===== src/rtl/assert_macros.svh =====
// ----------------------------------------------------------------------------
// Assertion macros
// Concurrent assertion helpers used by the RTL; empty under synthesis.
// ----------------------------------------------------------------------------
`ifndef ASSERT_MACROS_SVH
`define ASSERT_MACROS_SVH
`ifndef SYNTHESIS
`define MHB_ASSERT(lbl, clk, rst_n, prop, msg) \
    lbl: assert property (@(posedge clk) disable iff (!rst_n) prop) else $error(msg);
`define MHB_ASSERT_NR(lbl, clk, prop, msg) \
    lbl: assert property (@(posedge clk) prop) else $error(msg);
`else
`define MHB_ASSERT(lbl, clk, rst_n, prop, msg)
`define MHB_ASSERT_NR(lbl, clk, prop, msg)
`endif
`endif


===== src/rtl/mhb_pkg.sv =====
// ----------------------------------------------------------------------------
// mhb_pkg
// Shared constants, types and the CORDIC arctangent table.
// ----------------------------------------------------------------------------
package mhb_pkg;

    localparam int MHB_ANGLE_FRAC_BITS = 16;
    localparam int MHB_CORDIC_STAGES   = 18;

    // Turn conversion: turns = A * 2^32 / 17280 rounded, split as
    // A * TURN_Q + floor((A * TURN_R + TURN_BIAS) / DIV_K).
    localparam int TURN_Q    = 248551;
    localparam int TURN_R    = 47;
    localparam int TURN_BIAS = 67;
    localparam int DIV_K     = 135;
    localparam int RECIP_M   = 1988410;
    localparam int RECIP_SH  = 28;

    typedef struct packed {
        logic        bad;
        logic [14:0] a_lat;
        logic [14:0] a_lon;
    } t_loc_code;

    function automatic logic [7:0] mhb_letter_off(input logic [7:0] ch);
        logic [7:0] up;
        up = (ch >= 8'h61 && ch <= 8'h7A) ? ch - 8'h20 : ch;
        return up - 8'h41;
    endfunction

    function automatic logic [31:0] atan_turn(input logic [4:0] idx);
        logic [31:0] v;
        case (idx)
            5'd0:  v = 32'h20000000;
            5'd1:  v = 32'h12E4051E;
            5'd2:  v = 32'h09FB385B;
            5'd3:  v = 32'h051111D4;
            5'd4:  v = 32'h028B0D43;
            5'd5:  v = 32'h0145D7E1;
            5'd6:  v = 32'h00A2F61E;
            5'd7:  v = 32'h00517C55;
            5'd8:  v = 32'h0028BE53;
            5'd9:  v = 32'h00145F2F;
            5'd10: v = 32'h000A2F98;
            5'd11: v = 32'h000517CC;
            5'd12: v = 32'h00028BE6;
            5'd13: v = 32'h000145F3;
            5'd14: v = 32'h0000A2FA;
            5'd15: v = 32'h0000517D;
            5'd16: v = 32'h000028BE;
            5'd17: v = 32'h0000145F;
            5'd18: v = 32'h00000A30;
            5'd19: v = 32'h00000518;
            5'd20: v = 32'h0000028C;
            5'd21: v = 32'h00000146;
            5'd22: v = 32'h000000A3;
            5'd23: v = 32'h00000051;
            5'd24: v = 32'h00000029;
            5'd25: v = 32'h00000014;
            5'd26: v = 32'h0000000A;
            5'd27: v = 32'h00000005;
            5'd28: v = 32'h00000003;
            5'd29: v = 32'h00000001;
            5'd30: v = 32'h00000001;
            default: v = 32'h00000000;
        endcase
        return v;
    endfunction

endpackage


===== src/rtl/mhb_vector.sv =====
// ----------------------------------------------------------------------------
// mhb_vector
// Pipelined vectoring CORDIC: atan2(y, x) as a 32-bit binary-turn angle.
// ----------------------------------------------------------------------------
module mhb_vector
    import mhb_pkg::*;
#(
    parameter int ANGLE_FRAC_BITS = MHB_ANGLE_FRAC_BITS,
    parameter int CORDIC_STAGES   = MHB_CORDIC_STAGES
) (
    input  logic                              i_clk,
    input  logic                              i_en,
    input  logic signed [ANGLE_FRAC_BITS+4:0] i_y,
    input  logic signed [ANGLE_FRAC_BITS+4:0] i_x,
    output logic [31:0]                       o_ang
);

    localparam int XW = ANGLE_FRAC_BITS + 5;
    localparam int N  = CORDIC_STAGES;

    logic signed [XW-1:0] r_x [N+1];
    logic signed [XW-1:0] r_y [N+1];
    logic [31:0]          r_z [N+1];
    logic                 r_zero [N+1];

    logic                 n_neg;

    assign n_neg = i_x[XW-1];

    // A vector in the left half-plane is mirrored through the origin and
    // starts half a turn on.
    always_ff @(posedge i_clk) begin
        if (i_en) begin
            r_x[0]    <= n_neg ? -i_x : i_x;
            r_y[0]    <= n_neg ? -i_y : i_y;
            r_z[0]    <= n_neg ? 32'h80000000 : 32'h0;
            r_zero[0] <= (i_x == '0) && (i_y == '0);
        end
    end

    for (genvar i = 0; i < N; i++) begin : g_stage
        logic signed [XW-1:0] n_dx;
        logic signed [XW-1:0] n_dy;
        logic [31:0]          n_step;
        assign n_dx   = r_x[i] >>> i;
        assign n_dy   = r_y[i] >>> i;
        assign n_step = atan_turn(5'(i));

        always_ff @(posedge i_clk) begin
            if (i_en) begin
                if (r_y[i][XW-1]) begin
                    r_x[i+1] <= r_x[i] - n_dy;
                    r_y[i+1] <= r_y[i] + n_dx;
                    r_z[i+1] <= r_z[i] - n_step;
                end else begin
                    r_x[i+1] <= r_x[i] + n_dy;
                    r_y[i+1] <= r_y[i] - n_dx;
                    r_z[i+1] <= r_z[i] + n_step;
                end
                r_zero[i+1] <= r_zero[i];
            end
        end
    end

    assign o_ang = r_zero[N] ? 32'h0 : r_z[N];

endmodule


===== config.mk =====
export PLATFORM = sky130hd
export DESIGN_NAME = mhb_vector
export DESIGN_NICKNAME = d
export VERILOG_FILES = /design/src/rtl/assert_macros.svh /design/src/rtl/mhb_pkg.sv /design/src/rtl/mhb_vector.sv
export SDC_FILE = /design/constraint.sdc
export NUM_CORES = 2
export LEC_CHECK = 0
export BUFFER_PORTS_ARGS = -buffer_cell sky130_fd_sc_hd__buf_2
export CAP_MARGIN = 20
export CORE_ASPECT_RATIO = 1.1
export CORE_UTILIZATION = 45
export CTS_BUF_LIST = sky130_fd_sc_hd__clkbuf_8
export CTS_CLUSTER_SIZE = 10
export DETAILED_ROUTE_END_ITERATION = 7
export HOLD_SLACK_MARGIN = 0.12
export PLACE_DENSITY = 0.61
export SYNTH_ARGS = -nofsm -noshare
export SYNTH_HDL_FRONTEND = slang
export SYNTH_SLANG_ARGS = --single-unit

===== constraint.sdc =====
create_clock -name i_clk -period 5.8 [get_ports i_clk]
set_clock_uncertainty 0.2 [all_clocks]
set_input_delay 1.16 -clock i_clk [delete_from_list [all_inputs] [get_ports i_clk]]
set_output_delay 1.16 -clock i_clk [all_outputs]
set_load 0.01 [all_outputs]

Word level (Yosys, flattened, before mapping)
Memories as Yosys holds them, arrays and structs flattened.
Cells that the tools add are included.
{"block": "word_totals", "ram_bits": 1425, "regBits": 0, "wordCells": 338, "memories": 4, "input_bits": 44}
{"memory": "r_z", "depth": 19, "word_bits": 32, "rd": 19, "rd_ports_with_merged_regs": 0, "wr": 19, "line": "mhb_vector.sv:23", "source": "logic [31:0] r_z [N+1];"}
{"memory": "r_x", "depth": 19, "word_bits": 21, "rd": 18, "rd_ports_with_merged_regs": 0, "wr": 19, "line": "mhb_vector.sv:21", "source": "logic signed [XW-1:0] r_x [N+1];"}
{"memory": "r_y", "depth": 19, "word_bits": 21, "rd": 18, "rd_ports_with_merged_regs": 0, "wr": 19, "line": "mhb_vector.sv:22", "source": "logic signed [XW-1:0] r_y [N+1];"}
{"memory": "r_zero", "depth": 19, "word_bits": 1, "rd": 19, "rd_ports_with_merged_regs": 0, "wr": 19, "line": "mhb_vector.sv:24", "source": "logic r_zero [N+1];"}
{"block": "classes", "muxes": 168, "bitwise": 54, "add_sub_neg": 109, "n_reduce_logical": 3}
{"op": "21-bit two-way mux", "n": 38}
{"op": "32-bit two-way mux", "n": 20}
{"op": "1-bit two-way mux", "n": 110}
{"op": "1-bit OR", "n": 54}
{"op": "21-bit by 10-bit adder with 21-bit output", "n": 2}
{"op": "21-bit by 11-bit adder with 21-bit output", "n": 2}
{"op": "21-bit by 12-bit adder with 21-bit output", "n": 2}
{"op": "21-bit by 13-bit adder with 21-bit output", "n": 2}
{"op": "21-bit by 14-bit adder with 21-bit output", "n": 2}
{"op": "21-bit by 15-bit adder with 21-bit output", "n": 2}
{"op": "21-bit by 16-bit adder with 21-bit output", "n": 2}
{"op": "21-bit by 17-bit adder with 21-bit output", "n": 2}
{"op": "21-bit by 18-bit adder with 21-bit output", "n": 2}
{"op": "21-bit by 19-bit adder with 21-bit output", "n": 2}
{"op": "21-bit by 20-bit adder with 21-bit output", "n": 2}
{"op": "21-bit by 4-bit adder with 21-bit output", "n": 2}
{"op": "21-bit by 5-bit adder with 21-bit output", "n": 2}
{"op": "21-bit by 6-bit adder with 21-bit output", "n": 2}
{"op": "21-bit by 7-bit adder with 21-bit output", "n": 2}
{"op": "21-bit by 8-bit adder with 21-bit output", "n": 2}
{"op": "21-bit by 9-bit adder with 21-bit output", "n": 2}
{"op": "21-bit zero test", "n": 2}
{"op": "21-bit negation", "n": 2}
{"op": "21-bit by 10-bit subtractor with 21-bit output", "n": 2}
{"op": "other kinds (55)", "n": 72}

Longest topological paths before layout
An unclocked memory read counts as a cell.
{"block": "depth", "word_depth": 5, "ltp_mapped": 19, "mapped_depth_nobuf": 19}

Least setup slack after synthesis
OpenSTA, ideal clock, no wires.
{"block": "synth_path", "path_kind": "input to register", "from": "input port i_en", "to": "memory r_x[15][20] (netlist bit), data pin", "cell_stages": 16, "t_arrival_ps": 5013, "required_time_ps": 5340, "setup_time_ps": 260, "slack_ps": 327, "path_cell_list": "clkbuf_1 > buf_1 > nand2_1 > clkbuf_1 > o21ai_0 > fa_1 > a21o_1 > a21oi_1 > nor2b_1 > o31a_1 > o211a_1 > o21ai_1 > a21oi_1 > or3_1 > a21oi_1 > xnor2_1"}
{"item": "start: declaration", "line": "mhb_vector.sv:12", "source": "input logic i_en,"}
{"item": "end: declaration", "line": "mhb_vector.sv:21"}

==> results.md <==
- CP Data Arrival Time: ~5.4 ns
- Post-route ant nets: 0
- CTS Root Cell: clkbuf_8
- FP Rows: 180
- Syn Nets: between 10000 and 15000
- Fin cells: 13400
- Worst-case clock buffer depth: 3
- Share of the synthesized area in the top cell type: a little under two fifths
- Syn_area_per_cell: 9.86 sq um
- Inst Count DP: 13000
- Outcome: finished clean
- Total Die Area: 222000 sq um
- WL final: approximately 230000 um
- Fmax: 204 MHz
- Tcrit/Tclk final: 84.4%
- Final WS setup: ~0.90 ns
- Vias: between 70000 and 80000
- Register area share after synthesis: 36.9%
- RSZ-0062 raised after global routing: no
- Synthesis Warnings: 0
- Detailed Place HPWL: 182000 um
- Crit path time final: 4.90 ns
- Syn Std Cell Area: 99200 sq um
- First-pass GRT wire length: 375000 um
- Number of DRC markers in iteration 0: 4298
- Vias per cell: between 5 and 6
- Dominant cells by area after synthesis: edfxtp_1 37%, ha_1 16%, xnor2_1 7.9%
- Setup CP Type: reg2reg
- Critical Path End Type: flop
- Number of setup violations in the final report: 0
- Synth cell count leaders: 1248 x ha_1, 1219 x edfxtp_1, 941 x a21oi_1, 900 x xnor2_1, 779 x nor2_1
- Num Clock Sinks: 1219
- Most common cell in the synthesized netlist: ha_1
- Setup TNS: 0 ns
- All-Layer GR Usage: between 20% and 30%
- Crit Path Max Fanout: 5
- Worst stage delay on the critical path: ~0.53 ns
- Hold Path Class: reg2reg
- CP delay by family, top: simple AND/OR/NAND/NOR gates
- RD Place Congestion: approximately 0.9
- Grt ovf: 0
- Final core utilization: 49.1%
- Hold_sp: r_zero[0]
- Worst slew pin tran: between 1 and 1.5 ns
- Max-slew violations: 0
- Synth cell types: 90
- Cells after synthesis: roughly 10000
- PortBufs: 75
- CP Buf/Inv Count: 0
- Setup crit start kind: flop
- Nets: roughly 12000
- Pre-CTS setup slack: 0.240 ns
- Max-slew headroom: about a quarter
- Max-cap violations: 0
- Core ar.: 219000 sq um
- Number of synthesized flops with an enable pin: 1219
- Worst Path Required: 6.31 ns
- Prevailing post-synth register cell: edfxtp_1
- Pin count of the biggest net entering global routing: 181
- Critical path's slowest cell: nor4_1
- Drt wl/cell: between 15 and 20 um
- Crit path cell chain: or3_1 -> nor4_1 -> nand2b_1 -> o41ai_1 -> xnor2_1 -> ha_1 -> or3_1 -> o31ai_1 -> o21ai_0 -> nor3_1 -> o21bai_1 -> a21oi_1 -> xnor2_1
- Drc violations: 0
- Fillcell total: between 20000 and 25000
- Die width: around 450 um
- Area grow syn2layout: 8.44%
- Initial core utilization: 45.3%
- Async set or reset register ratio after synthesis: 0%
- Ratio of cells with drive above 1 in the final layout: 5.45%
- Hold Violations, Final: 0
- #FFs+latches synth: roughly 1200
- Vias in the first global route: between 70000 and 80000
- Die Ht: approximately 500 um
- Total number of H-tree levels: 4
- Worst skew pair latency: 0.99 ns
- I/O pins: 76
- Worst Setup SP: r_y[1][8]
- Synth area leader: edfxtp_1
- Post-CTS Setup Bufs: 0
- DR pass1 iterations: 6
- Inserted Clock Buffers: 212
- CTS tree: done
- Initial antenna violation count: 2
- Clock-pin slew on the worst setup and hold paths: 0.06 ns
- R2r startpoint: r_y[1][8]
==> logic make-up (layout without fill, tap and decap cells) <==
logic type               after synthesis  count (layout)  share of synthesized area, %
AO/OA/AOI/OAI                       2927            2927                          19.2
XOR/XNOR                            1321            1321                          11.7
adder cells (fa/ha/maj)             1294            1294                          16.7
buffers and inverters                667            1051                          2.53
flip-flops                          1219            1219                          36.9
multiplexers                          71              71                         0.720
other                                  0               1                             0
AND/OR/NAND/NOR                     2563            2563                          12.4
==> routing by layer <==
metal / track usage, % / routed length [um]
met1: 24.7 / 100000
met2: 37.0 / 117000
met3: 2.38 / 7890
met4: 7.80 / 8000
met5: 0 / 7
==> worst reg2reg max path, cell delays in order, from the launching register on <==
cell      delay (ns)
edfxtp_1        0.48
or3_1           0.45
nor4_1          0.53
nand2b_1        0.30
o41ai_1         0.45
xnor2_1         0.17
ha_1            0.27
or3_1           0.38
o31ai_1         0.53
o21ai_0         0.28
nor3_1          0.25
o21bai_1        0.11
a21oi_1         0.20
xnor2_1         0.08
==> final timing paths <==
path,endpoint,cells past startpoint,slack (ns)
worst min-delay path,r_zero[1],0,0.20
worst max-delay path,r_x[5][20],13,0.90
worst min register to register,r_zero[1],0,0.20
worst max register to register,r_x[5][20],13,0.90
==> through the flow <==
stage               hold WS [ns]  area, sq um
floorplan                  0.200        99200
global placement           0.200       103000
detailed placement         0.205       103000
CTS                        0.122       108000
global route               0.193       108000
finish                     0.200       108000
==> timing repair <==
| action | in CTS | in global routing |
|---|---|---|
| hold endpoints to repair | 1 | 0 |
| gates resized for setup | 0 | 0 |
| hold buffers | 1 | 0 |
==> registers in the layout, summed over array words and instances, names as in the netlist <==
register	flops
r_z	502
r_y	357
r_zero	19
r_x	341
==> area by class of cell <==
class | count | area [sq um] | area share [%]
Tap cell | 2912 | 3640 | 3.39
Clock buffer | 214 | 2950 | 2.74
Antenna cell | 1 | 2.50 | 0.00233
Clock inverter | 168 | 1210 | 1.12
Sequential cell | 1219 | 36600 | 34.0
Inverter | 495 | 1860 | 1.73
Timing Repair Buffer | 174 | 1220 | 1.14
Multi-Input combinational cell | 8176 | 60100 | 55.9
==> layout by cell type, fill, tap and decap left out, types with 75 or more instances in the layout <==
master,netlist,routed
nor2_1,779,779
o21ai_0,459,459
buf_4,0,90
o21a_1,126,126
nand3_1,209,209
inv_1,487,543
nor2b_1,187,186
edfxtp_1,1219,1219
a31oi_1,94,94
clkbuf_8,0,214
nand2_1,552,552
xnor2_1,900,900
o21bai_1,151,151
nand2b_1,132,132
ha_1,1248,1248
or3_1,87,87
a211oi_1,90,90
and3_1,81,81
a21o_1,448,448
o31ai_1,112,112
buf_2,3,75
nor3_1,296,296
xor2_1,421,421
a21oi_1,941,941
Power is not shown: default switching activity piles up to over one toggle a cycle in this logic, so the estimate is an artifact.
