`src/rtl/assert_macros.svh`:
```
// ----------------------------------------------------------------------------
// Assertion macros
// Concurrent assertion helpers used by the RTL; empty under synthesis.
// ----------------------------------------------------------------------------
`ifndef ASSERT_MACROS_SVH
`define ASSERT_MACROS_SVH
`ifndef SYNTHESIS
`define MHB_ASSERT(lbl, clk, rst_n, prop, msg) \
    lbl: assert property (@(posedge clk) disable iff (!rst_n) prop) else $error(msg);
`define MHB_ASSERT_NR(lbl, clk, prop, msg) \
    lbl: assert property (@(posedge clk) prop) else $error(msg);
`else
`define MHB_ASSERT(lbl, clk, rst_n, prop, msg)
`define MHB_ASSERT_NR(lbl, clk, prop, msg)
`endif
`endif

```
`src/rtl/mhb_pkg.sv`:
```
// ----------------------------------------------------------------------------
// mhb_pkg
// Shared constants, types and the CORDIC arctangent table.
// ----------------------------------------------------------------------------
package mhb_pkg;

    localparam int MHB_ANGLE_FRAC_BITS = 16;
    localparam int MHB_CORDIC_STAGES   = 18;

    // Turn conversion: turns = A * 2^32 / 17280 rounded, split as
    // A * TURN_Q + floor((A * TURN_R + TURN_BIAS) / DIV_K).
    localparam int TURN_Q    = 248551;
    localparam int TURN_R    = 47;
    localparam int TURN_BIAS = 67;
    localparam int DIV_K     = 135;
    localparam int RECIP_M   = 1988410;
    localparam int RECIP_SH  = 28;

    typedef struct packed {
        logic        bad;
        logic [14:0] a_lat;
        logic [14:0] a_lon;
    } t_loc_code;

    function automatic logic [7:0] mhb_letter_off(input logic [7:0] ch);
        logic [7:0] up;
        up = (ch >= 8'h61 && ch <= 8'h7A) ? ch - 8'h20 : ch;
        return up - 8'h41;
    endfunction

    function automatic logic [31:0] atan_turn(input logic [4:0] idx);
        logic [31:0] v;
        case (idx)
            5'd0:  v = 32'h20000000;
            5'd1:  v = 32'h12E4051E;
            5'd2:  v = 32'h09FB385B;
            5'd3:  v = 32'h051111D4;
            5'd4:  v = 32'h028B0D43;
            5'd5:  v = 32'h0145D7E1;
            5'd6:  v = 32'h00A2F61E;
            5'd7:  v = 32'h00517C55;
            5'd8:  v = 32'h0028BE53;
            5'd9:  v = 32'h00145F2F;
            5'd10: v = 32'h000A2F98;
            5'd11: v = 32'h000517CC;
            5'd12: v = 32'h00028BE6;
            5'd13: v = 32'h000145F3;
            5'd14: v = 32'h0000A2FA;
            5'd15: v = 32'h0000517D;
            5'd16: v = 32'h000028BE;
            5'd17: v = 32'h0000145F;
            5'd18: v = 32'h00000A30;
            5'd19: v = 32'h00000518;
            5'd20: v = 32'h0000028C;
            5'd21: v = 32'h00000146;
            5'd22: v = 32'h000000A3;
            5'd23: v = 32'h00000051;
            5'd24: v = 32'h00000029;
            5'd25: v = 32'h00000014;
            5'd26: v = 32'h0000000A;
            5'd27: v = 32'h00000005;
            5'd28: v = 32'h00000003;
            5'd29: v = 32'h00000001;
            5'd30: v = 32'h00000001;
            default: v = 32'h00000000;
        endcase
        return v;
    endfunction

endpackage

```
`src/rtl/mhb_sincos.sv`:
```
// ----------------------------------------------------------------------------
// mhb_sincos
// Pipelined rotation CORDIC: sine and cosine of a 32-bit binary-turn angle.
// ----------------------------------------------------------------------------
module mhb_sincos
    import mhb_pkg::*;
#(
    parameter int ANGLE_FRAC_BITS = MHB_ANGLE_FRAC_BITS,
    parameter int CORDIC_STAGES   = MHB_CORDIC_STAGES
) (
    input  logic                              i_clk,
    input  logic                              i_en,
    input  logic [31:0]                       i_ang,
    output logic signed [ANGLE_FRAC_BITS+2:0] o_sin,
    output logic signed [ANGLE_FRAC_BITS+2:0] o_cos
);

    localparam int W  = ANGLE_FRAC_BITS + 3;
    localparam int ZW = 34;
    localparam int N  = CORDIC_STAGES;
    localparam logic [63:0] GAIN_FULL =
        ((64'h9B74EDA8 << ANGLE_FRAC_BITS) + 64'h80000000) >> 32;
    localparam logic signed [W-1:0] X_START = W'(GAIN_FULL);

    logic signed [W-1:0]  r_x [N+1];
    logic signed [W-1:0]  r_y [N+1];
    logic signed [ZW-1:0] r_z [N+1];
    logic                 r_flip [N+1];

    logic [31:0]          n_shift;
    logic                 n_flip;
    logic [31:0]          n_a;

    // Angles in the left half-plane are turned by half a turn and the
    // result negated, so the iterations only see -90..90 degrees.
    always_comb begin
        n_shift = i_ang + 32'h40000000;
        n_flip  = n_shift[31];
        n_a     = n_flip ? i_ang - 32'h80000000 : i_ang;
    end

    always_ff @(posedge i_clk) begin
        if (i_en) begin
            r_x[0]    <= X_START;
            r_y[0]    <= '0;
            r_z[0]    <= ZW'(signed'(n_a));
            r_flip[0] <= n_flip;
        end
    end

    for (genvar i = 0; i < N; i++) begin : g_stage
        logic signed [W-1:0]  n_dx;
        logic signed [W-1:0]  n_dy;
        logic signed [ZW-1:0] n_step;
        assign n_dx   = r_x[i] >>> i;
        assign n_dy   = r_y[i] >>> i;
        assign n_step = ZW'(atan_turn(5'(i)));

        always_ff @(posedge i_clk) begin
            if (i_en) begin
                if (!r_z[i][ZW-1]) begin
                    r_x[i+1] <= r_x[i] - n_dy;
                    r_y[i+1] <= r_y[i] + n_dx;
                    r_z[i+1] <= r_z[i] - n_step;
                end else begin
                    r_x[i+1] <= r_x[i] + n_dy;
                    r_y[i+1] <= r_y[i] - n_dx;
                    r_z[i+1] <= r_z[i] + n_step;
                end
                r_flip[i+1] <= r_flip[i];
            end
        end
    end

    assign o_sin = r_flip[N] ? -r_y[N] : r_y[N];
    assign o_cos = r_flip[N] ? -r_x[N] : r_x[N];

endmodule

```
`config.mk`:
```
export PLATFORM = sky130hd
export DESIGN_NAME = mhb_sincos
export DESIGN_NICKNAME = d
export VERILOG_FILES = /design/src/rtl/assert_macros.svh /design/src/rtl/mhb_pkg.sv /design/src/rtl/mhb_sincos.sv
export SDC_FILE = /design/constraint.sdc
export NUM_CORES = 2
export LEC_CHECK = 0
export ABC_AREA = 0
export CAP_MARGIN = 20
export CORE_MARGIN = 2
export CORE_UTILIZATION = 45
export CTS_BUF_LIST = sky130_fd_sc_hd__clkbuf_4
export DETAILED_ROUTE_END_ITERATION = 16
export DONT_BUFFER_PORTS = 1
export PLACE_DENSITY_LB_ADDON = 0.12
export RECOVER_POWER = 100
export SLEW_MARGIN = 30
export SYNTH_ARGS = -nofsm -noshare
export SYNTH_HDL_FRONTEND = slang
export SYNTH_SLANG_ARGS = --single-unit
export TNS_END_PERCENT = 10
```
`constraint.sdc`:
```
create_clock -name i_clk -period 8.1 [get_ports i_clk]
set_input_delay 1.62 -clock i_clk [delete_from_list [all_inputs] [get_ports i_clk]]
set_output_delay 1.62 -clock i_clk [all_outputs]
set_load 0.1 [all_outputs]
```
# Yosys cells after proc, flatten, opt, wreduce, memory -nomap -nowiden
# Memory sizes are Yosys's and may differ from the RTL's.
# Index checks and enable logic that the tools add are counted.
totals:
  register_bits: 0
  ram_bits: 1387
  memories: 4
  latch_bits: 0
  word_cells: 336
  output_inout_bits: 38
  romBits: 0
classes:
  n_reduce_logical: 0
  add_sub_neg: 111
  n_div: 0
  muxes: 167
  n_shift: 0
  order_cmp: 0
  bitwise_logic: 54
  mul: 0
  n_eq_ne: 0
mem_list:
  columns: ["name", "depth", "word_bits", "read_ports", "rd_clocked_by_memory_dff", "write_ports", "line", "text"]
  rows:
  - ["r_z", 19, 34, 18, 0, 19, "mhb_sincos.sv:27", "logic signed [ZW-1:0] r_z [N+1];"]
  - ["r_x", 19, 19, 19, 0, 19, "mhb_sincos.sv:25", "logic signed [W-1:0] r_x [N+1];"]
  - ["r_y", 19, 19, 19, 0, 19, "mhb_sincos.sv:26", "logic signed [W-1:0] r_y [N+1];"]
  - ["r_flip", 19, 1, 19, 0, 19, "mhb_sincos.sv:28", "logic r_flip [N+1];"]
ops:
  columns: ["cell", "n"]
  rows:
  - ["19-bit two-way mux", 38]
  - ["34-bit two-way mux", 18]
  - ["1-bit two-way mux", 110]
  - ["1-bit bitwise OR", 54]
  - ["19-bit by 10-bit adder with 19-bit output", 2]
  - ["19-bit by 11-bit adder with 19-bit output", 2]
  - ["19-bit by 12-bit adder with 19-bit output", 2]
  - ["19-bit by 13-bit adder with 19-bit output", 2]
  - ["19-bit by 14-bit adder with 19-bit output", 2]
  - ["19-bit by 15-bit adder with 19-bit output", 2]
  - ["19-bit by 16-bit adder with 19-bit output", 2]
  - ["19-bit by 17-bit adder with 19-bit output", 2]
  - ["19-bit by 18-bit adder with 19-bit output", 2]
  - ["19-bit by 2-bit adder with 19-bit output", 2]
  - ["19-bit by 3-bit adder with 19-bit output", 2]
  - ["19-bit by 4-bit adder with 19-bit output", 2]
  - ["19-bit by 5-bit adder with 19-bit output", 2]
  - ["19-bit by 6-bit adder with 19-bit output", 2]
  - ["19-bit by 7-bit adder with 19-bit output", 2]
  - ["19-bit by 8-bit adder with 19-bit output", 2]
  - ["19-bit by 9-bit adder with 19-bit output", 2]
  - ["19-bit negator", 2]
  - ["19-bit by 10-bit subtractor with 19-bit output", 2]
  - ["19-bit by 11-bit subtractor with 19-bit output", 2]
  - ["other kinds (56)", 72]

# Longest topological paths before layout
# An unclocked memory read counts as a cell.
depth:
  word_depth: 5
  depth_mapped: 20

# Worst setup path before layout
# No wires, ideal clock.
synth_timing:
  kind: "input port to flip-flop"
  from: "input i_en"
  to: "memory r_z[2][32], data pin"
  t_required_ns: 7.842
  path_buffers: 4
  cell_stages: 17
  setup_time_ns: 0.258
  t_arrival_ns: 6.213
  setup_slack_ns: 1.629
  cell_sequence: "clkbuf_1 -> clkbuf_1 -> buf_1 -> nand2_1 -> buf_1 -> inv_1 -> ha_1 -> a211oi_1 -> o21ai_0 -> o311a_1 -> o311ai_2 -> o31ai_1 -> nand4_1 -> a41oi_1 -> a221o_1 -> a221o_1 -> xor2_1"
synth_rtl:
  columns: ["element", "line", "text"]
  rows:
  - ["from (decl)", "mhb_sincos.sv:12", "input logic i_en,"]
  - ["to (decl)", "mhb_sincos.sv:27", null]

==> impl_results.md <==
* Status: finished, violations left
* Failing checks: max-capacitance violations, max-slew violations
* Routability cong. at just under 0.9
* Placed Area at ~97,000 µm²
* Starting Density at 0.453
* Seq/Total Area, Yosys at 0.399
* Skew-Pair Late Insertion Delay at ~1.3 ns
* PortBufs at 0
* Library cells used by synthesis at 104
* Crit-path cells: buf_16, buf_16, buf_16, buf_16, buf_16, buf_16, nand2_1, nand2_1, o21ai_0, fa_1, a21o_1, a21oi_1, o21bai_1, a21oi_1, nor2b_1, o2111ai_1, nand3_1, o41ai_1, o21ai_0, a21oi_1, xnor2_1
* Clk slew on worst S/H paths at about 0.07 ns
* I/O pin total at around 70
* Final Net Count at 10,600
* Final WS setup at roughly 0.54 ns
* Final count of negative-setup-slack endpoints at 0
* Via count at approximately 67,000
* Crit path max fanout at around 150
* Num rows at 166
* CTS sink cnt at between 1,000 and 1,500
* Hold Slack at roughly 0.38 ns
* Post-Syn Instances at 9,003
* Hold Startpoint: r_z[3][0]
* Post-DP HPWL at 155 mm
* F_max at around 0.13 GHz
* R2R Path Start: r_z[5][33]
* Top Family by Delay on Critical Path: buffers and inverters
* Async set-or-reset flop fraction in the synthesized netlist at 0
* Most frequent cells in the layout: 1,236 x edfxtp_1, 1,170 x ha_1, 881 x a21oi_1
* Yosys reg bits at 1,236
* Final worst path period need at roughly 7.6 ns
* GRT Util Overall at 0.190
* Inserted Clock Buffers at about 360
* Clock Path Buffers at 4
* Commonest non-fill, non-tap cell in the layout: edfxtp_1
* Detailed Route Iter0 Violations at 3,184
* Worst slew pin tran at about 3.3 ns
* Critical-path top delay cell: o41ai_1
* Crit path kind: primary input to flop
* Hold WC Path Type: flop to flop
* Non-filler cells, final at ~12,000
* WP data required at just over 9 ns
* TritonCTS clock tree: built
* Hold Buf Count CTS at 0
* Slew Limit Fails at ~670
* Mapped cell area at between 90,000 and 100,000 µm²
* Hold Path Stages at 0
* Largest net degree at the start of global routing at 224
* RSZ-0062 raised after global routing: no
* Die Area at 210,000 µm²
* Final Cycle Share at 0.933
* Number of gates resized after CTS at 0
* Routed len/inst at between 15 and 20 µm
* Worst EP arrival at 8.62 ns
* Filler cells at between 15,000 and 20,000
* Number of global-route vias before repair at about 67,000
* Final instance area at slightly above 100,000 µm²
* Share of post-route cells with drive strength above 1 at 0.0698
* R2r endpoint: r_y[6][18]
* DRC viols at 0
* Routed Antenna Nets at 0
* Critical Path Max Stage Delay at 0.73 ns
* Hold Path Sink: r_z[4][0]
* CTS Root Cell: clkbuf_4
* Number of synthesized flops with an enable pin at approximately 1,200
* First-pass GRT wire length at 331 mm
* Final hold violations at 0
* Core footprint at between 200,000 and 250,000 µm²
* Layout Skew at between 0.09 and 0.1 ns
* Post-CTS setup buffer count at 0
* Pre-Repair DR Iteration Count at 6
* Dpl cells at approximately 12,000
* CP most frequent cell: buf_16
* R2R depth at 15
* DRT Wirelength at ~200 mm
* Flop-to-flop setup slack at about 1.8 ns
* Buf/Inv on CP at 6
* Rel. slew slack at -1.23
* Chip Height at around 460 µm
* # H-tree levels at 5
* MaxCap Viol Count at 32
* Ys flop type: edfxtp_1
* Worst Setup End Kind: flop
* Routed vias/inst at about 5.5
* Setup WS pre-CTS at -0.416 ns
* Die W at between 400 and 500 µm
* Critical Path Start Type: primary input
* Avg Cell Area, Syn at between 10 and 15 µm²
* Syn-to-layout area delta at 8.36%
* Synthesis Warnings at 0
* Initial antenna violation count at 2
* GRT overflow at 0
==> worst max-delay path by stage <==
stage	depth (start not counted)	endpoint	start
floorplan	17	r_z[2][32]	i_en
global placement	13	r_z[15][32]	i_en
detailed placement	18	r_y[17][17]	i_en
CTS	18	r_y[17][17]	i_en
global route	21	r_x[17][16]	i_en
finish	21	r_x[17][18]	i_en
==> through the flow <==
step | utilization | TNS [ns]
after floorplan | - | 0
after global placement | 0.471 | 0
after detailed placement | 0.473 | -5.37
after CTS | 0.495 | 0
after global routing | 0.491 | 0
final | 0.491 | 0
==> per-layer routing <==
metal	up-vias	part of all wire	track usage
met4	0	0.030	0.0671
met2	1080	0.50	0.343
li1	34400	-	-
met1	31200	0.44	0.229
met3	442	0.033	0.0281
met5	-	0	0
==> registers in the layout (all words and copies together), names as in the netlist <==
| name | cells |
|---|---|
| r_x | 319 |
| r_flip | 19 |
| r_y | 322 |
| r_z | 576 |
==> cells by family after synthesis <==
kind of cell,count (synthesis),synth area share
AOI/OAI and AO/OA,2548,0.178
and+or+nand+nor,2215,0.114
DFF,1236,0.399
adders and majority gates,1220,0.168
xor gates and xnor gates,1209,0.114
buffers and inverters,533,0.0216
muxes,40,0.00443
other,2,0.0000808
==> area by class of cell <==
type / instances / area (µm²) / share of cell area
clock buffer: 505 / 3790 / 0.0376
tap: 2688 / 3360 / 0.0334
sequential: 1236 / 37100 / 0.368
timing repair buffer: 63 / 502 / 0.00498
inverter: 432 / 1620 / 0.0161
antenna: 9 / 22.5 / 0.000224
clock inverter: 107 / 621 / 0.00616
multi-input combinational: 7236 / 53700 / 0.533
==> synthesized netlist by cell type, types with 12 or more instances <==
library cell | count | area share
edfxtp_1 | 1236 | 0.40
ha_1 | 1170 | 0.16
a21oi_1 | 881 | 0.047
xnor2_1 | 837 | 0.079
nor2_1 | 662 | 0.027
nand2_1 | 519 | 0.021
inv_1 | 424 | 0.017
a21o_1 | 410 | 0.033
o21ai_0 | 401 | 0.022
xor2_1 | 371 | 0.035
nor3_1 | 193 | 0.010
nand3_1 | 176 | 0.0095
o21bai_1 | 150 | 0.012
nand2b_1 | 136 | 0.0092
nor2b_1 | 129 | 0.0087
o21a_1 | 121 | 0.0098
clkbuf_1 | 86 | 0.0035
and3_1 | 79 | 0.0053
o31ai_1 | 71 | 0.0057
or3_1 | 71 | 0.0048
a211oi_1 | 64 | 0.0052
nand4_1 | 59 | 0.0040
a31oi_1 | 57 | 0.0038
fa_1 | 50 | 0.011
nor4_1 | 41 | 0.0028
a21boi_0 | 38 | 0.0031
and2_1 | 37 | 0.0025
or2_2 | 34 | 0.0023
o211ai_1 | 32 | 0.0026
mux2i_1 | 31 | 0.0033
o41ai_1 | 30 | 0.0028
o2111ai_1 | 23 | 0.0022
nor3b_1 | 22 | 0.0018
a221o_1 | 20 | 0.0022
a31o_2 | 20 | 0.0019
a41o_1 | 20 | 0.0022
o21ai_1 | 19 | 0.0010
a211o_1 | 18 | 0.0017
a41oi_1 | 16 | 0.0015
a2111oi_0 | 15 | 0.0014
and4_1 | 14 | 0.0013
o41ai_2 | 14 | 0.0024
buf_1 | 13 | 0.00052
or4_1 | 13 | 0.0010
a311oi_1 | 12 | 0.0011
==> worst reg2reg max path, stage by stage (launching register included) <==
cell	delay (ns)
edfxtp_1	0.39
nand2_1	0.11
clkbuf_1	1.48
mux2i_1	0.41
fa_1	0.55
a21o_1	0.17
a21oi_1	0.22
nor2b_1	0.08
o21a_1	0.18
o41ai_1	0.58
o21ai_0	0.31
nor4_1	0.34
nor3_1	0.12
a2111oi_0	0.70
a21oi_1	0.17
xnor2_1	0.17
Power is not shown: default switching activity piles up to over one toggle a cycle in this logic, so the estimate is an artifact.
